==> src/hw/rtl/r2n_pkg.sv <==
// Shared constants, types and helper functions for the RGB to NV12 converter.
// No dependencies; every other file of the block refers to it by scoped names.
`timescale 1ns / 1ps
`default_nettype none

package r2n_pkg;

    // Frame size limits and the widths that follow from them.
    localparam int unsigned MAX_WIDTH  = 4096;
    localparam int unsigned MAX_HEIGHT = 4096;
    localparam int unsigned COL_W      = $clog2(MAX_WIDTH);
    localparam int unsigned ROW_W      = $clog2(MAX_HEIGHT);
    localparam int unsigned WID_W      = $clog2(MAX_WIDTH + 1);
    localparam int unsigned HGT_W      = $clog2(MAX_HEIGHT + 1);
    localparam int unsigned LINE_DEPTH = MAX_WIDTH / 2;
    localparam int unsigned LINE_AW    = COL_W - 1;

    // Configuration port.
    localparam int unsigned CFG_W     = 13;
    localparam int unsigned CFG_IDX_W = 1;
    localparam logic [CFG_IDX_W-1:0] REG_FRAME_WIDTH  = 1'b0;
    localparam logic [CFG_IDX_W-1:0] REG_FRAME_HEIGHT = 1'b1;
    localparam int unsigned RESET_WIDTH  = 640;
    localparam int unsigned RESET_HEIGHT = 480;

    // Payload widths.
    localparam int unsigned PIX_W  = 8;
    localparam int unsigned OFF_W  = 24;
    localparam int unsigned PAIR_W = PIX_W + 1;

    // Plane codes.
    localparam logic PLANE_LUMA   = 1'b0;
    localparam logic PLANE_CHROMA = 1'b1;

    // Color conversion arithmetic, all unsigned; negative terms are subtracted.
    localparam int unsigned SUM_W = 17;
    localparam logic [SUM_W-1:0] CY_R        = 17'd66;
    localparam logic [SUM_W-1:0] CY_G        = 17'd129;
    localparam logic [SUM_W-1:0] CY_B        = 17'd25;
    localparam logic [SUM_W-1:0] CU_R_NEG    = 17'd38;
    localparam logic [SUM_W-1:0] CU_G_NEG    = 17'd74;
    localparam logic [SUM_W-1:0] CU_B        = 17'd112;
    localparam logic [SUM_W-1:0] CV_R        = 17'd112;
    localparam logic [SUM_W-1:0] CV_G_NEG    = 17'd94;
    localparam logic [SUM_W-1:0] CV_B_NEG    = 17'd18;
    localparam logic [SUM_W-1:0] ROUND_BIAS  = 17'd128;
    localparam logic [SUM_W-1:0] CHROMA_BIAS = 17'd32768;
    localparam logic [PIX_W-1:0] LUMA_FLOOR  = 8'd16;

    // Result queue.
    localparam int unsigned FIFO_DEPTH = 4;
    localparam int unsigned FIFO_AW    = $clog2(FIFO_DEPTH);
    localparam int unsigned FIFO_CW    = $clog2(FIFO_DEPTH + 1);

    typedef struct packed {
        logic             plane;
        logic [OFF_W-1:0] offset;
        logic [PIX_W-1:0] first_value;
        logic [PIX_W-1:0] second_value;
        logic             last_of_run;
        logic             frame_end;
    } t_result;

    // Effective frame size: low bit cleared, raised to 2, capped at the even limit.
    function automatic int unsigned eff_size(input logic [CFG_W-1:0] raw,
                                             input int unsigned maxv);
        int unsigned s;
        s = int'({raw[CFG_W-1:1], 1'b0});
        if (s < 2) begin
            s = 2;
        end
        if (s > maxv) begin
            s = maxv & ~32'd1;
        end
        return s;
    endfunction

endpackage

`default_nettype wire

==> src/hw/rtl/r2n_out_fifo.sv <==
// Small result queue that takes one or two results per cycle and hands out one.
// Depends on r2n_pkg for the result type and the queue depth.
`timescale 1ns / 1ps
`default_nettype none

module r2n_out_fifo (
    input  wire logic             i_clk,
    input  wire logic             i_rst_n,
    input  wire logic             i_push0,
    input  wire logic             i_push1,
    input  wire r2n_pkg::t_result i_data0,
    input  wire r2n_pkg::t_result i_data1,
    output logic                  o_room2,
    output logic                  o_valid,
    input  wire logic             i_ready,
    output r2n_pkg::t_result      o_data
);

    r2n_pkg::t_result                  r_mem [r2n_pkg::FIFO_DEPTH];
    logic [r2n_pkg::FIFO_AW-1:0]       r_wr_ptr;
    logic [r2n_pkg::FIFO_AW-1:0]       r_rd_ptr;
    logic [r2n_pkg::FIFO_CW-1:0]       r_count;
    logic [r2n_pkg::FIFO_AW-1:0]       n_wr_ptr;
    logic [r2n_pkg::FIFO_AW-1:0]       n_rd_ptr;
    logic [r2n_pkg::FIFO_CW-1:0]       n_count;
    logic [r2n_pkg::FIFO_AW-1:0]       wr_ptr_next;
    logic [r2n_pkg::FIFO_CW-1:0]       push_cnt;
    logic                              pop;

    assign o_valid     = (r_count != '0);
    assign o_data      = r_mem[r_rd_ptr];
    assign o_room2     = (r_count <= r2n_pkg::FIFO_CW'(r2n_pkg::FIFO_DEPTH - 2));
    assign pop         = o_valid && i_ready;
    assign wr_ptr_next = r_wr_ptr + r2n_pkg::FIFO_AW'(1);
    assign push_cnt    = r2n_pkg::FIFO_CW'(i_push0) + r2n_pkg::FIFO_CW'(i_push1);

    always_comb begin
        n_wr_ptr = r_wr_ptr + r2n_pkg::FIFO_AW'(push_cnt);
        n_rd_ptr = pop ? r_rd_ptr + r2n_pkg::FIFO_AW'(1) : r_rd_ptr;
        n_count  = r_count + push_cnt - r2n_pkg::FIFO_CW'(pop);
    end

    always_ff @(posedge i_clk) begin
        if (!i_rst_n) begin
            r_wr_ptr <= '0;
            r_rd_ptr <= '0;
            r_count  <= '0;
        end else begin
            r_wr_ptr <= n_wr_ptr;
            r_rd_ptr <= n_rd_ptr;
            r_count  <= n_count;
        end
    end

    always_ff @(posedge i_clk) begin
        if (i_push0) begin
            r_mem[r_wr_ptr] <= i_data0;
        end
        if (i_push1) begin
            r_mem[wr_ptr_next] <= i_data1;
        end
    end

endmodule

`default_nettype wire

==> config.mk <==
export PLATFORM = sky130hd
export DESIGN_NAME = r2n_out_fifo
export DESIGN_NICKNAME = d
export VERILOG_FILES = /design/src/hw/rtl/r2n_pkg.sv /design/src/hw/rtl/r2n_out_fifo.sv
export SDC_FILE = /design/constraint.sdc
export NUM_CORES = 1
export LEC_CHECK = 0
export ABC_AREA = 1
export BUFFER_PORTS_ARGS = -buffer_cell sky130_fd_sc_hd__buf_2
export CAP_MARGIN = 20
export CORE_ASPECT_RATIO = 1.2
export CORE_MARGIN = 2
export CORE_UTILIZATION = 50
export DETAILED_ROUTE_END_ITERATION = 10
export GPL_ROUTABILITY_DRIVEN = 0
export PLACE_DENSITY_LB_ADDON = 0.3
export SETUP_SLACK_MARGIN = 0.5
export SYNTH_ARGS = -nofsm -noshare
export SYNTH_HDL_FRONTEND = slang
export SYNTH_SLANG_ARGS = --single-unit
==> constraint.sdc <==
create_clock -name i_clk -period 10 [get_ports i_clk]
set_input_delay 2 -clock i_clk [delete_from_list [all_inputs] [get_ports i_clk]]
set_output_delay 2 -clock i_clk [all_outputs]
set_load 0.01 [all_outputs]
* After elaboration in Yosys (flattened, before gate mapping)
Memory sizes are Yosys's and may differ from the RTL's. A register that Yosys moved wholly into a read port is not among the register bits.
Index checks and enable logic that the tools add are counted.
** Operators by class
- Reductions and logical operators :: 2
- Add/sub/neg operators :: 6
- $lt $le $gt $ge :: 1
- Mux-type cells :: 6
** Operators with widths (count)
- $add A2 B1 Y2 const B :: 2
- $mux W1 :: 4
- $mux W2 :: 2
- $add A3 B2 Y3 :: 1
- $le A3 B2 Y1 const B :: 1
- $reduce_bool A3 Y1 :: 1
- $sub A3 B1 Y3 :: 1
- $add A1 B1 Y2 :: 1
- $add A2 B2 Y2 :: 1
- $logic_and A1 B1 Y1 :: 1
** Storage, ports and cells
- Flip-flop bits (word level) :: 7
- Word-level logic and storage cells :: 19
- Memories kept :: 1
- RAM bits :: 172
- Input port bits :: 91
- Output and inout bits :: 45
** Memory list
- r_mem :: words 4, width 43, rd ports 1, clocked after Yosys merged registers in 1, wr ports 2, line r2n_out_fifo.sv:19 : r2n_pkg::t_result r_mem [r2n_pkg::FIFO_DEPTH];

* Depth between registers and ports, before layout
- Depth in word-level cells :: 4
- Mapped depth :: 10
- Mapped depth without buffers :: 10

* Least setup slack after synthesis
Ideal clock, no wire load.
- Path type :: input to register
- Start point :: input i_push0
- End point :: memory r_mem[3][0] (netlist bit), enable pin
- Data arrival time :: 5264 ps
- Required time :: 9492 ps
- Setup time :: 508 ps
- Cell stages on the path :: 2
- Path slack :: 4228 ps
- Path through :: inv_1 o31ai_1
** RTL lines
- start, declared :: line r2n_out_fifo.sv:9 : input wire logic i_push0,
- end, declared :: line r2n_out_fifo.sv:19

==> summary.md <==
| Metric | Value |
|---|---|
| Critical path startpoint category | `flop` |
| Worst-path clk slew | `0.06 ns` |
| Final Max Slew Viols | `0` |
| CP cell instances | `clkinv_1 -> buf_4 -> o21ai_0 -> o22ai_1 -> buf_2` |
| Clock Latency Late Sink | `0.42 ns` |
| Post-synth net total | `approximately 1000` |
| Die area | `between 0.015 and 0.02 mm2` |
| Share of cells above drive strength 1 | `17.6%` |
| # hold bufs at CTS | `0` |
| Synth top area share | `59.4%` |
| Worst ir drop on vdd | `0.000120 V` |
| Std-Cell Rows | `52` |
| Deepest clock path buffer count | `2` |
| Starting Density | `51.2%` |
| Placed cells | `between 1000 and 1500` |
| DRC Markers | `0` |
| Max frequency | `roughly 200 MHz` |
| P_leak | `0.00414 uW` |
| Worst rel slew slack | `35.1%` |
| Die Ht | `148 um` |
| Reg2reg path depth | `3` |
| Clock Sinks | `181` |
| GR Overflow Total | `0` |
| Ports | `between 100 and 150` |
| Port Buf Inserts | `135` |
| Reg-to-reg startpoint | `r_wr_ptr[0]` |
| Clock tree root buffer cell | `clkbuf_16` |
| Largest net degree at the start of global routing | `88` |
| Synthesized cell area | `0.00870 mm2` |
| Antenna violations before repair | `4` |
| DR vias | `6793` |
| Max stage delay cell, worst path | `dfxtp_2` |
| P_int | `approximately 1500 uW` |
| Layout net count | `around 1100` |
| Commonest non-fill, non-tap cells in the layout | `o21ai_0 (193), nand2_1 (187), edfxtp_1 (172), buf_2 (135), nor2_1 (93)` |
| Mapped Cells | `909` |
| WP depth | `5` |
| Mapped Avg Cell Area | `approximately 9.6 um2` |
| Least-Margin Pin Slew | `0.974 ns` |
| Detailed placement HPWL | `12.5 mm` |
| Pwr/cell area | `around 210 mW/mm2` |
| Commonest non-fill, non-tap cell in the layout | `o21ai_0` |
| Gr usage total | `22.7%` |
| Clock Power Share | `27.7%` |
| WP buf/inv | `3` |
| First-pass GRT wire length | `32.6 mm` |
| Design area | `0.00998 mm2` |
| CTS tree | `done` |
| Seq/Total Area, Yosys | `61.5%` |
| Final min period | `5.02 ns` |
| Setup TNS | `0 ns` |
| Part of the power in registers | `46.1%` |
| Area Overhead vs Synth | `14.8%` |
| CP top delay family | `buffers and inverters` |
| Critical path type | `reg2out` |
| CP endpoint kind | `primary output` |
| DRT antenna net count | `0` |
| CP arrival | `3.02 ns` |
| Routed length per placed instance | `17.0 um` |
| Hold Crit Class | `reg2reg` |
| Post-cts resize count | `0` |
| Setup-failing EPs final | `0` |
| Worst r2r dst | `r_mem[0][17]` |
| Post-Layout Cell Count | `1240` |
| Distinct cells, synth | `22` |
| Synthesis Warnings | `0` |
| Vias in the first global route | `6622` |
| Worst R2R Setup Slack | `7.36 ns` |
| Starting DRT DRC Count | `607` |
| Die width | `124 um` |
| CTS Buf Count | `17` |
| Clock skew | `0.00635 ns` |
| Routed wire length | `21.0 mm` |
| Fin crit share | `around 50%` |
| Cell Area, Placed | `0.00945 mm2` |
| Drt first pass iters | `5` |
| Max Cap Viol | `0` |
| Crit path capture | `o_data[37]` |
| H-tree depth | `4` |
| Crit path largest cell delay | `0.88 ns` |
| Worst path required time | `8.00 ns` |
| Core ar. | `0.0170 mm2` |
| Synth area leaders | `edfxtp_1 (59%), o21ai_0 (11%), nand2_1 (8.1%)` |
| Vias/cell | `~5.5` |
| Crit-path max FO | `44` |
| RSZ-0062 raised after global routing | `no` |
| Sw Ratio | `31.6%` |
| Status | `complete, no violations` |
| Dominant cell type by area after synthesis | `edfxtp_1` |
| P_sw | `~680 uW` |
| Setup Buffers After CTS | `0` |
| Logic pwr share | `about a quarter` |
| Final hold vios | `0` |
| Seq cells post-synth | `181` |
-- routing by layer --
layer,wire length [um],vias to the layer above,part of all wire [%],track usage [%]
li1,-,3384,-,-
met1,8410,3186,40,25.8
met2,11100,194,53,41.6
met3,1150,27,5.5,5.61
met4,379,2,1.8,8.20
met5,13,-,0.062,0
-- area by class of cell --
| cell class | count | area, um2 |
|---|---|---|
| fill | 1477 | 7000 |
| sequential | 181 | 5350 |
| multi-input combinational | 604 | 2880 |
| timing repair buffer | 142 | 741 |
| clock buffer | 26 | 479 |
| tap | 216 | 270 |
| inverter | 62 | 233 |
| clock inverter | 6 | 30.0 |
| antenna | 3 | 7.51 |
-- worst register-to-register path: stages (launching register included) --
cell     delay [ns]
dfxtp_1        0.56
nand3_4        0.79
nand2_2        0.67
buf_12         0.30
-- how the worst min path moves through the flow --
| stage | startpoint | endpoint | slack (ns) | cells past startpoint |
|---|---|---|---|---|
| after global routing | r_rd_ptr[0] | r_rd_ptr[0] | 0.53 | 2 |
| after global placement | r_rd_ptr[0] | r_rd_ptr[0] | 0.46 | 2 |
| after detailed placement | r_rd_ptr[0] | r_rd_ptr[0] | 0.49 | 2 |
| final | r_rd_ptr[0] | r_rd_ptr[0] | 0.51 | 2 |
| after floorplan | r_rd_ptr[0] | flop | 0.45 | 2 |
| after CTS | r_rd_ptr[0] | r_rd_ptr[0] | 0.51 | 2 |
-- sequential cells by signal (all words and copies together) (netlist names), named ones only --
| signal | cells |
|---|---|
| r_mem | 172 |
| r_rd_ptr | 2 |
| r_count | 3 |
| r_wr_ptr | 2 |
-- per-stage QoR --
| step | worst slack (ns) | power [uW] | hold slack [ns] | util [%] |
|---|---|---|---|---|
| final | 4.98 | 2130 | 0.505 | 58.8 |
| after global routing | 4.76 | 2240 | 0.531 | 58.8 |
| after CTS | 4.94 | 2140 | 0.507 | 58.6 |
| after detailed placement | 5.37 | 1560 | 0.492 | 55.6 |
| after global placement | 5.40 | 1540 | 0.463 | 55.6 |
| after floorplan | 4.23 | 1350 | 0.448 | - |
-- Yosys cell counts --
library cell    n
inv_1          60
inv_2           2
a21boi_0        1
o22ai_1        43
nand2_2         1
edfxtp_1      172
buf_4           9
fa_1            1
buf_6           3
o21ai_0       193
nand3_1         3
clkbuf_1       30
a21oi_1         5
nand2_1       188
dfxtp_1         9
o21ai_1        65
clkbuf_2        3
nand3_2         3
nor2_1         93
buf_2          17
ha_1            5
o31ai_1         3
-- power by group through the flow --
stage	registers [uW]	logic, uW	clock network (uW)
finish	984	558	592
global route	991	623	630
CTS	985	561	595
detailed placement	1000	559	0
global placement	997	544	0
floorplan	990	361	0
-- cell families after synthesis --
| kind of cell | count (synthesis) | synth area share (%) |
|---|---|---|
| AO/OA/AOI/OAI | 310 | 18.6 |
| AND/OR/NAND/NOR | 288 | 12.7 |
| flip-flops | 181 | 61.5 |
| adder cells (fa/ha/maj) | 6 | 0.950 |
| buffers and inverters | 124 | 6.29 |
Power figures use the tool's default switching activity.
