--- src/hw/rtl/r2n_pkg.sv ---
// Shared constants, types and helper functions for the RGB to NV12 converter.
// No dependencies; every other file of the block refers to it by scoped names.
`timescale 1ns / 1ps
`default_nettype none

package r2n_pkg;

    // Frame size limits and the widths that follow from them.
    localparam int unsigned MAX_WIDTH  = 4096;
    localparam int unsigned MAX_HEIGHT = 4096;
    localparam int unsigned COL_W      = $clog2(MAX_WIDTH);
    localparam int unsigned ROW_W      = $clog2(MAX_HEIGHT);
    localparam int unsigned WID_W      = $clog2(MAX_WIDTH + 1);
    localparam int unsigned HGT_W      = $clog2(MAX_HEIGHT + 1);
    localparam int unsigned LINE_DEPTH = MAX_WIDTH / 2;
    localparam int unsigned LINE_AW    = COL_W - 1;

    // Configuration port.
    localparam int unsigned CFG_W     = 13;
    localparam int unsigned CFG_IDX_W = 1;
    localparam logic [CFG_IDX_W-1:0] REG_FRAME_WIDTH  = 1'b0;
    localparam logic [CFG_IDX_W-1:0] REG_FRAME_HEIGHT = 1'b1;
    localparam int unsigned RESET_WIDTH  = 640;
    localparam int unsigned RESET_HEIGHT = 480;

    // Payload widths.
    localparam int unsigned PIX_W  = 8;
    localparam int unsigned OFF_W  = 24;
    localparam int unsigned PAIR_W = PIX_W + 1;

    // Plane codes.
    localparam logic PLANE_LUMA   = 1'b0;
    localparam logic PLANE_CHROMA = 1'b1;

    // Color conversion arithmetic, all unsigned; negative terms are subtracted.
    localparam int unsigned SUM_W = 17;
    localparam logic [SUM_W-1:0] CY_R        = 17'd66;
    localparam logic [SUM_W-1:0] CY_G        = 17'd129;
    localparam logic [SUM_W-1:0] CY_B        = 17'd25;
    localparam logic [SUM_W-1:0] CU_R_NEG    = 17'd38;
    localparam logic [SUM_W-1:0] CU_G_NEG    = 17'd74;
    localparam logic [SUM_W-1:0] CU_B        = 17'd112;
    localparam logic [SUM_W-1:0] CV_R        = 17'd112;
    localparam logic [SUM_W-1:0] CV_G_NEG    = 17'd94;
    localparam logic [SUM_W-1:0] CV_B_NEG    = 17'd18;
    localparam logic [SUM_W-1:0] ROUND_BIAS  = 17'd128;
    localparam logic [SUM_W-1:0] CHROMA_BIAS = 17'd32768;
    localparam logic [PIX_W-1:0] LUMA_FLOOR  = 8'd16;

    // Result queue.
    localparam int unsigned FIFO_DEPTH = 4;
    localparam int unsigned FIFO_AW    = $clog2(FIFO_DEPTH);
    localparam int unsigned FIFO_CW    = $clog2(FIFO_DEPTH + 1);

    typedef struct packed {
        logic             plane;
        logic [OFF_W-1:0] offset;
        logic [PIX_W-1:0] first_value;
        logic [PIX_W-1:0] second_value;
        logic             last_of_run;
        logic             frame_end;
    } t_result;

    // Effective frame size: low bit cleared, raised to 2, capped at the even limit.
    function automatic int unsigned eff_size(input logic [CFG_W-1:0] raw,
                                             input int unsigned maxv);
        int unsigned s;
        s = int'({raw[CFG_W-1:1], 1'b0});
        if (s < 2) begin
            s = 2;
        end
        if (s > maxv) begin
            s = maxv & ~32'd1;
        end
        return s;
    endfunction

endpackage

`default_nettype wire

--- src/hw/rtl/r2n_color.sv ---
// BT.601 limited-range color conversion of one RGB pixel to Y, U and V bytes.
// Depends on r2n_pkg for the coefficients and widths.
`timescale 1ns / 1ps
`default_nettype none

module r2n_color (
    input  wire logic [r2n_pkg::PIX_W-1:0] i_red,
    input  wire logic [r2n_pkg::PIX_W-1:0] i_green,
    input  wire logic [r2n_pkg::PIX_W-1:0] i_blue,
    output logic      [r2n_pkg::PIX_W-1:0] o_y,
    output logic      [r2n_pkg::PIX_W-1:0] o_u,
    output logic      [r2n_pkg::PIX_W-1:0] o_v
);

    logic [r2n_pkg::SUM_W-1:0] red_x;
    logic [r2n_pkg::SUM_W-1:0] green_x;
    logic [r2n_pkg::SUM_W-1:0] blue_x;
    logic [r2n_pkg::SUM_W-1:0] y_sum;
    logic [r2n_pkg::SUM_W-1:0] u_sum;
    logic [r2n_pkg::SUM_W-1:0] v_sum;

    assign red_x   = r2n_pkg::SUM_W'(i_red);
    assign green_x = r2n_pkg::SUM_W'(i_green);
    assign blue_x  = r2n_pkg::SUM_W'(i_blue);

    // The chroma sums carry a bias that keeps them positive, so the byte is a plain
    // bit slice and matches a floor shift of the signed sum.
    assign y_sum = r2n_pkg::CY_R * red_x + r2n_pkg::CY_G * green_x
                 + r2n_pkg::CY_B * blue_x + r2n_pkg::ROUND_BIAS;
    assign u_sum = r2n_pkg::CU_B * blue_x + r2n_pkg::ROUND_BIAS + r2n_pkg::CHROMA_BIAS
                 - r2n_pkg::CU_R_NEG * red_x - r2n_pkg::CU_G_NEG * green_x;
    assign v_sum = r2n_pkg::CV_R * red_x + r2n_pkg::ROUND_BIAS + r2n_pkg::CHROMA_BIAS
                 - r2n_pkg::CV_G_NEG * green_x - r2n_pkg::CV_B_NEG * blue_x;

    assign o_y = y_sum[15:8] + r2n_pkg::LUMA_FLOOR;
    assign o_u = u_sum[15:8];
    assign o_v = v_sum[15:8];

endmodule

`default_nettype wire

--- config.mk ---
export PLATFORM = sky130hd
export DESIGN_NAME = r2n_color
export DESIGN_NICKNAME = d
export VERILOG_FILES = /design/src/hw/rtl/r2n_pkg.sv /design/src/hw/rtl/r2n_color.sv
export SDC_FILE = /design/constraint.sdc
export NUM_CORES = 1
export LEC_CHECK = 0
export ABC_CLOCK_PERIOD_IN_PS = 6400
export BUFFER_PORTS_ARGS = -buffer_cell sky130_fd_sc_hd__buf_2
export CORE_UTILIZATION = 60
export DETAILED_ROUTE_END_ITERATION = 10
export PLACE_DENSITY = 0.83
export SYNTH_ARGS = -nofsm -noshare
export SYNTH_HDL_FRONTEND = slang
export SYNTH_SLANG_ARGS = --single-unit
--- constraint.sdc ---
create_clock -name vclk -period 6.4
set_input_delay 0 -clock vclk [all_inputs]
set_output_delay 0 -clock vclk [all_outputs]
set_load 0.01 [all_outputs]
### Word-level counts from Yosys, hierarchy flattened

Cells that the tools add are included.

* input port bits: 24
* register bits after elaboration: 0
* output and inout port bits: 24
* word-level logic and storage cells: 21

* multiply operators: 9
* $add $sub $neg: 12

Operators with widths (number)
* $mul A6 B8 Y14 const A: 3
* $add A15 B8 Y16 const B: 2
* $add A16 B16 Y16 const B: 2
* $sub A16 B15 Y16: 2
* $mul A5 B8 Y13 const A: 2
* $mul A3 B8 Y11 const A: 2
* $add A15 B16 Y16: 1
* $add A16 B13 Y16: 1
* $add A16 B8 Y16 const B: 1
* $mul A8 B8 Y16 const A: 1
* $sub A16 B13 Y16: 1
* $sub A16 B14 Y16: 1
* $mul A4 B8 Y12 const A: 1
* $add A8 B5 Y8 const B: 1

### Longest topological paths before layout

Gate-level depths: netlist of the first run.

* word-level depth: 5
* gate-level depth with buffers: 24
* gate-level depth less buffers: 24

### Worst setup path before layout of the first run

Ideal clock, no wire load.

* kind: input -> output
* start point: input port i_red[2] (netlist bit)
* end point: output port o_y[6] (netlist bit)
* stages: 21
* data required time: 6400 ps
* setup slack: 1219 ps
* path buffers: 0
* arrival: 5181 ps
* cell sequence: ha_1 ha_1 ha_1 inv_1 fa_1 inv_1 ha_1 fa_1 fa_1 inv_1 fa_1 inv_1 ha_1 a21o_2 a2bb2oi_1 a31oi_2 xnor2_1 inv_1 ha_1 xor2_1 xnor2_1

* longest elaborated chain between the ends: 5

Ends and longest elaborated chain
* from (decl): RTL line r2n_color.sv:7 `input wire logic [r2n_pkg::PIX_W-1:0] i_red,`
* $mul A6 B8 Y14: RTL line r2n_color.sv:28 `assign y_sum = r2n_pkg::CY_R * red_x + r2n_pkg::CY_G * green_x`
* $add A15 B16 Y16: RTL line r2n_color.sv:28
* $add A16 B13 Y16: RTL line r2n_color.sv:29 `+ r2n_pkg::CY_B * blue_x + r2n_pkg::ROUND_BIAS;`
* $add A16 B8 Y16: RTL line r2n_color.sv:29
* $add A8 B5 Y8: RTL line r2n_color.sv:35 `assign o_y = y_sum[15:8] + r2n_pkg::LUMA_FLOOR;`
* to (decl): RTL line r2n_color.sv:10 `output logic [r2n_pkg::PIX_W-1:0] o_y,`

Every way passes these cells.

### Worst setup path after layout of the first run

Ends and elaborated chain as after synthesis.

==> out/qor.csv, run 1 <==
metric,value,unit
DPL Wire Length,12600,um
seq_cells,0,
Die Wd,110,um
critical path class,primary input to output pin,
DP Area,0.00746,mm2
Core ar.,0.0114,mm2
total number of vias,5252,
gpl congestion,0.871,
ranking of synthesized cells by area,"ha_1, fa_1, inv_1, xnor2_1, a21oi_1",
most numerous cell in the Yosys netlist,ha_1,
sequence of cells on the critical path,buf_2 > ha_1 > ha_1 > ha_1 > inv_1 > fa_1 > inv_1 > ha_1 > fa_1 > fa_1 > inv_1 > fa_1 > inv_1 > ha_1 > and4_1 > a41oi_2 > a31oi_2 > a21o_1 > and2_1 > nor2_1 > ha_1 > xor2_1 > xnor2_1 > buf_2,
synthesized instance count,769,
Post-synth top cells,"ha_1, inv_1, fa_1, a21oi_1, xnor2_1",
endpoints failing hold,0,
Yosys Warn Count,0,
FP Rows,39,
final setup vio count,0,
cell mode on critical path,ha_1,
initial antenna violation count,0,
register area share after synthesis,0,
largest net degree at the start of global routing,13,
layout clock buffer count,0,
Slew HR,0.696,
ANT cells,0,
Die ar.,0.0122,mm2
DRC viols,0,
vias in the first global route,5515,
DR pass1 iterations,4,
Syn Nets,1106,
"Avg Cell Area, Syn",9.16,um2
critical path capture point type,output pin,
distinct cell type count after synthesis,46,
Period minus WS final,5.67,ns
Bufs and invs on worst path,6,
postcts setup bufs,0,
post-CTS sizing,0,
die height,110,um
layout cells sized above 1,0.0686,
initial core utilization,0.617,
dpl cells,959,
PortBufs,48,
Worst Hold Class,primary input to output pin,
RSZ-0062 raised after global routing,false,
"slowest stage delay, CP",0.54,ns
CP Data Arrival Time,5.67,ns
fin. max-slew vios,0,
slew of the pin with the lowest slew margin,0.452,ns
FILL cells,931,
nets,1155,
routed vias/inst,5.48,
wire length per cell,14.8,um
first-pass GRT wire length,24700,um
hold slack,0.900,ns
top cell type's share of synthesized area,0.401,
CP max-delay cell,fa_1,
CP Max Fanout,8,
total detailed-routing wirelength,14200,um
Worst path top cell family by delay,adder cells,
Final ANT Viol Nets,0,
mapped cell area,0.00704,mm2
Post-CTS Hold Fix Bufs,0,
critical path startpoint category,primary input,
status,completed,
initial drt markers,137,
GR Util All Layers,0.261,
Total Negative Setup Slacks,0,ns
Syn-to-layout area delta,5.90,%
"area leader, netlist",ha_1,
Final Cycle Share,0.887,
Worst EP required,6.40,ns
io pins,48,
f_max,176,MHz
footprint of the multi-input gates,0.00633,mm2
Non-Filler Instances,959,
grt total ovfl,0,
maxcap violations,0,
Finished Cell Area,0.00746,mm2
storage element area,0,um2
==> per-stage QoR <==
| stage | utilization | setup slack, ns |
|---|---|---|
| after floorplan | - | 1.22 |
| after global placement | 0.653 | 0.851 |
| after detailed placement | 0.653 | 0.708 |
| after CTS | 0.653 | 0.690 |
| after global routing | 0.653 | 0.357 |
| final | 0.653 | 0.725 |
==> tightest hold or removal path, cell delays in order <==
cell     delay, ns
buf_2         0.21
inv_1         0.16
fa_1          0.20
xor2_1        0.08
xnor2_1       0.13
buf_2         0.12
==> layer usage <==
metal  vias up  GRT usage  part of all wire
li1       2630          -                 -
met1      2473      0.317              0.43
met2       106      0.479              0.48
met3        43     0.0170             0.037
met4         0      0.102             0.047
met5         -          0                 0
==> area by class of cell <==
cell class	instances	share of cell area
multi-input cells	580	0.849
inverters	188	0.0946
repair buffers	48	0.0322
well taps	143	0.0240
==> cell families after synthesis <==
logic type / Yosys count / synth area share
compound gates: 124 / 0.115
mux: 3 / 0.00426
simple gates: 79 / 0.0551
fa+ha+maj: 313 / 0.649
buf+inv: 189 / 0.101
xor+xnor: 61 / 0.0758
==> path summary, 6_finish.rpt <==
kind / endpoint / startpoint / slack (ns) / cells past startpoint
worst max-delay path: o_y[6] / i_red[2] / 0.73 / 24
worst min-delay path: o_y[7] / i_green[7] / 0.90 / 6
==> placed cells by master (no fill, tap or decap), drive strengths merged, types with 3 or more instances in the layout <==
| master | synthesis | routed |
|---|---|---|
| nand3 | 6 | 6 |
| buf | 0 | 48 |
| fa | 87 | 87 |
| xnor2 | 47 | 47 |
| nor2b | 6 | 6 |
| ha | 226 | 226 |
| nor2 | 30 | 30 |
| a21o | 16 | 16 |
| o21bai | 16 | 16 |
| nor4 | 3 | 3 |
| o211ai | 5 | 5 |
| nand2 | 10 | 10 |
| mux2i | 3 | 3 |
| a21boi | 4 | 4 |
| xor2 | 14 | 14 |
| a21oi | 48 | 48 |
| o21ai | 12 | 12 |
| nor3 | 10 | 10 |
| inv | 187 | 187 |
| o21a | 9 | 9 |
| a31oi | 3 | 3 |
Power of run 1 is not shown: default switching activity piles up to over one toggle a cycle in this logic, so the estimate is an artifact.
==> run 2: changes to the inputs <==
--- a/config.mk
+++ b/config.mk
@@ -9,7 +9,7 @@
 export BUFFER_PORTS_ARGS = -buffer_cell sky130_fd_sc_hd__buf_2
 export CORE_UTILIZATION = 60
 export DETAILED_ROUTE_END_ITERATION = 10
-export PLACE_DENSITY = 0.83
+export PLACE_DENSITY = 0.76
 export SYNTH_ARGS = -nofsm -noshare
 export SYNTH_HDL_FRONTEND = slang
 export SYNTH_SLANG_ARGS = --single-unit
==> out/qor.csv, run 2 (synthesis gave the netlist of run 1 again) <==
metric,value,unit,change
DPL Wire Length,13600,um,"was 12,600 um"
FP Rows,39,,unchanged
Die Wd,110,um,unchanged
met1 usage,0.325,,was 0.317
largest net degree at the start of global routing,13,,unchanged
Critical Path Start,i_red[2],,unchanged
total number of vias,5320,,"was 5,252"
postcts setup bufs,0,,unchanged
slew of the pin with the lowest slew margin,0.401,ns,was 0.452 ns
M2 GR Usage,0.521,,was 0.479
post-CTS sizing,0,,unchanged
met3 GRT Util,0.0294,,was 0.0170
Post-CTS Hold Fix Bufs,0,,unchanged
total detailed-routing wirelength,15400,um,"was 14,200 um"
"commonest cells after routing, fill and taps aside","ha_1, inv_1, fa_1",,unchanged
Final ANT Viol Nets,0,,unchanged
storage element area,0,um2,unchanged
GR Util All Layers,0.277,,was 0.261
routed vias/inst,5.55,,was 5.48
gpl congestion,0.914,,was 0.871
critical path startpoint category,primary input,,unchanged
CP endpoint,o_y[6],,unchanged
endpoints failing hold,0,,unchanged
Worst EP required,6.40,ns,about the same
layout clock buffer count,0,,unchanged
CP Max Fanout,8,,unchanged
initial core utilization,0.617,,unchanged
first-pass GRT wire length,25700,um,"was 24,700 um"
vias in the first global route,5581,,"was 5,515"
io pins,48,,unchanged
Core ar.,0.0114,mm2,unchanged
PortBufs,48,,unchanged
CP max-delay cell,fa_1,,unchanged
Period minus WS final,5.80,ns,was 5.67 ns
initial drt markers,200,,was 137
grt total ovfl,0,,unchanged
status,completed,,unchanged
maxcap violations,0,,unchanged
critical path class,primary input to output pin,,unchanged
DR pass1 iterations,4,,unchanged
"commonest non-fill, non-tap cell in the layout",ha_1,,unchanged
fin. max-slew vios,0,,unchanged
initial antenna violation count,0,,unchanged
layout cells sized above 1,0.0686,,unchanged
f_max,172,MHz,was 176 MHz
final setup vio count,0,,unchanged
cell mode on critical path,ha_1,,unchanged
nets,1155,,unchanged
Die ar.,0.0122,mm2,unchanged
RSZ-0062 raised after global routing,false,,unchanged
die height,110,um,unchanged
GRT busiest layer,met2,,unchanged
Final Cycle Share,0.906,,was 0.887
sequence of cells on the critical path,buf_2 > ha_1 > ha_1 > ha_1 > inv_1 > fa_1 > inv_1 > ha_1 > fa_1 > fa_1 > inv_1 > fa_1 > inv_1 > ha_1 > a21o_2 > a2bb2oi_1 > a31oi_2 > a21o_1 > and2_1 > nor2_1 > ha_1 > xor2_1 > xnor2_1 > buf_2,,was buf_2 > ha_1 > ha_1 > ha_1 > inv_1 > fa_1 > inv_1 > ha_1 > fa_1 > fa_1 > inv_1 > fa_1 > inv_1 > ha_1 > and4_1 > a41oi_2 > a31oi_2 > a21o_1 > and2_1 > nor2_1 > ha_1 > xor2_1 > xnor2_1 > buf_2
DRC viols,0,,unchanged
seq_cells,0,,unchanged
Slew HR,0.731,,was 0.696
"slowest stage delay, CP",0.57,ns,was 0.54 ns
Worst Hold Class,primary input to output pin,,unchanged
critical path capture point type,output pin,,unchanged
CP Data Arrival Time,5.80,ns,was 5.67 ns
Syn-to-layout area delta,5.90,%,unchanged
Total Negative Setup Slacks,0,ns,unchanged
wire length per cell,16.1,um,was 14.8 um
ANT cells,0,,unchanged
run 2: cell counts in the layout (fill, tap and decap cells not counted):
Identical to the previous run, type by type.
run 2: metrics by stage:
stage | hold WS [ns] | utilization | area, um2 | cells | setup WS [ns]
after floorplan | 0.479 | - | 7040 | 769 | 1.22
after global placement | 0.910 | 0.653 | 7460 | 959 | 0.791
after detailed placement | 0.912 | 0.653 | 7460 | 959 | 0.605
after CTS | 0.910 | 0.653 | 7460 | 959 | 0.580
after global routing | 0.969 | 0.653 | 7460 | 959 | 0.344
final | 0.898 | 0.653 | 7460 | 959 | 0.602
run 2: layout make-up:
| class | count | area, um2 |
|---|---|---|
| fillers | 979 | 3960 |
| inverters | 188 | 706 |
| multi-input cells | 580 | 6330 |
| well taps | 143 | 179 |
| repair buffers | 48 | 240 |
run 2: worst min-delay path by stage:
| stage | start | to | slack [ns] | cells after the start |
|---|---|---|---|---|
| floorplan | i_green[7] | o_u[7] | 0.48 | 4 |
| global placement | i_green[7] | o_y[7] | 0.91 | 6 |
| detailed placement | i_green[7] | o_y[7] | 0.91 | 6 |
| CTS | i_green[7] | o_y[7] | 0.91 | 6 |
| global route | i_green[7] | o_y[7] | 0.97 | 6 |
| finish | i_green[7] | o_y[7] | 0.90 | 6 |
run 2: per-layer routing:
| layer | vias to the layer above | wire (um) | part of all wire |
|---|---|---|---|
| met5 | - | 0 | 0 |
| met4 | 0 | 603 | 0.039 |
| met3 | 34 | 802 | 0.052 |
| met2 | 96 | 7670 | 0.50 |
| met1 | 2549 | 6320 | 0.41 |
| li1 | 2641 | - | - |
run 2: critical path: cells and delay by family:
kind | cells | cell delay (ns)
fa+ha+maj | 10 | 3.75
simple gates | 2 | 0.30
xor+xnor | 2 | 0.31
compound gates | 4 | 0.83
buf+inv | 6 | 0.61
Power of run 2 is left out for the same reason.
==> run 3: changes to the inputs <==
--- a/config.mk
+++ b/config.mk
@@ -7,9 +7,12 @@
 export LEC_CHECK = 0
 export ABC_CLOCK_PERIOD_IN_PS = 6400
 export BUFFER_PORTS_ARGS = -buffer_cell sky130_fd_sc_hd__buf_2
-export CORE_UTILIZATION = 60
+export CELL_PAD_IN_SITES_DETAIL_PLACEMENT = 0
+export CELL_PAD_IN_SITES_GLOBAL_PLACEMENT = 2
+export CORE_UTILIZATION = 41
 export DETAILED_ROUTE_END_ITERATION = 10
-export PLACE_DENSITY = 0.76
+export PLACE_DENSITY = 0.82
+export RECOVER_POWER = 25
 export SYNTH_ARGS = -nofsm -noshare
 export SYNTH_HDL_FRONTEND = slang
 export SYNTH_SLANG_ARGS = --single-unit
==> out/qor.csv, run 3 (synthesis gave the netlist of run 1 again) <==
metric,value,unit,change
status,completed,,unchanged
cell mode on critical path,ha_1,,unchanged
total number of vias,5197,,"was 5,320"
vias in the first global route,5428,,"was 5,581"
DRC viols,0,,unchanged
CP Data Arrival Time,5.78,ns,was 5.80 ns
Syn-to-layout area delta,7.44,%,was 5.90%
hold path cells,6,,unchanged
initial drt markers,147,,was 200
Worst Hold Class,primary input to output pin,,unchanged
f_max,173,MHz,was 172 MHz
initial antenna violation count,0,,unchanged
"slowest stage delay, CP",0.55,ns,was 0.57 ns
endpoints failing hold,0,,unchanged
seq_cells,0,,unchanged
"commonest non-fill, non-tap cell in the layout",ha_1,,unchanged
total detailed-routing wirelength,15300,um,"was 15,400 um"
critical path class,primary input to output pin,,unchanged
FP Rows,47,,was 39
DPL Wire Length,13500,um,"was 13,600 um"
CP Max Fanout,8,,unchanged
Die Wd,133,um,was 110 um
critical path capture point type,output pin,,unchanged
routed vias/inst,5.01,,was 5.55
postcts setup bufs,0,,unchanged
post-CTS sizing,0,,unchanged
sequence of cells on the critical path,buf_2 > ha_1 > ha_1 > ha_1 > inv_1 > fa_1 > inv_1 > ha_1 > fa_1 > fa_1 > inv_1 > fa_1 > inv_1 > ha_1 > a21o_2 > a2bb2oi_1 > a31oi_2 > a21o_1 > and2_1 > nor2_1 > ha_1 > xor2_1 > xnor2_1 > buf_2,,unchanged
gpl congestion,0.862,,was 0.914
layout cells sized above 1,0.0685,,was 0.0686
initial core utilization,0.422,,was 0.617
io pins,48,,unchanged
maxcap violations,0,,unchanged
CP max-delay cell,fa_1,,unchanged
first-pass GRT wire length,26300,um,"was 25,700 um"
fin. max-slew vios,0,,unchanged
Core ar.,0.0167,mm2,was 0.0114 mm2
worst hold path startpoint,i_green[7],,unchanged
hold path endpoint,o_y[7],,unchanged
ANT cells,0,,unchanged
Final Cycle Share,0.903,,was 0.906
Worst EP required,6.40,ns,about the same
storage element area,0,um2,unchanged
GR Util All Layers,0.185,,was 0.277
DR pass1 iterations,6,,was 4
Bufs and invs on worst path,6,,unchanged
Slew HR,0.534,,was 0.731
Total Negative Setup Slacks,0,ns,unchanged
layout clock buffer count,0,,unchanged
final setup vio count,0,,unchanged
Final ANT Viol Nets,0,,unchanged
critical path depth,24,,unchanged
wire length per cell,14.7,um,was 16.1 um
nets,1157,,"was 1,155"
slew of the pin with the lowest slew margin,0.699,ns,was 0.401 ns
Worst path top cell family by delay,adder cells,,unchanged
grt total ovfl,0,,unchanged
critical path startpoint category,primary input,,unchanged
die height,133,um,was 110 um
"commonest cells after routing, fill and taps aside","ha_1, inv_1, fa_1",,unchanged
Post-CTS Hold Fix Bufs,0,,unchanged
Period minus WS final,5.78,ns,was 5.80 ns
largest net degree at the start of global routing,13,,unchanged
RSZ-0062 raised after global routing,false,,unchanged
PortBufs,48,,unchanged
Die ar.,0.0177,mm2,was 0.0122 mm2
## run 3: how the worst max path moves through the flow
stage	from	end	slack (ns)
floorplan	i_red[2]	o_y[6]	1.22
global placement	i_red[2]	o_y[6]	0.71
detailed placement	i_red[2]	o_y[6]	0.60
CTS	i_red[2]	o_y[6]	0.59
global route	i_red[2]	o_y[6]	0.30
finish	i_red[2]	o_y[6]	0.62
## run 3: layer usage
metal | up-vias | share of wire | track usage
li1 | 2638 | - | -
met1 | 2492 | 0.49 | 0.263
met2 | 58 | 0.47 | 0.317
met3 | 9 | 0.030 | 0.0126
met4 | 0 | 0.011 | 0.0179
met5 | - | 0 | 0
## run 3: final cells by class
type / count / area [um2]
Fill cell: 1696 / 9130
Inverter: 188 / 706
Multi-Input combinational cell: 580 / 6330
Tap cell: 220 / 275
Timing Repair Buffer: 50 / 253
## run 3: per-stage QoR
stage          utilization  setup WS (ns)  cells  cell area, um2  hold slack [ns]
2_1_floorplan            -           1.22    769            7040            0.479
4_1_cts              0.453          0.588   1038            7570            0.927
5_1_grt              0.453          0.302   1038            7570            0.977
3_5_place_dp         0.453          0.604   1038            7570            0.911
3_3_place_gp         0.453          0.709   1038            7570            0.916
6_report             0.453          0.624   1038            7570            0.924
Power of run 3 is left out for the same reason.
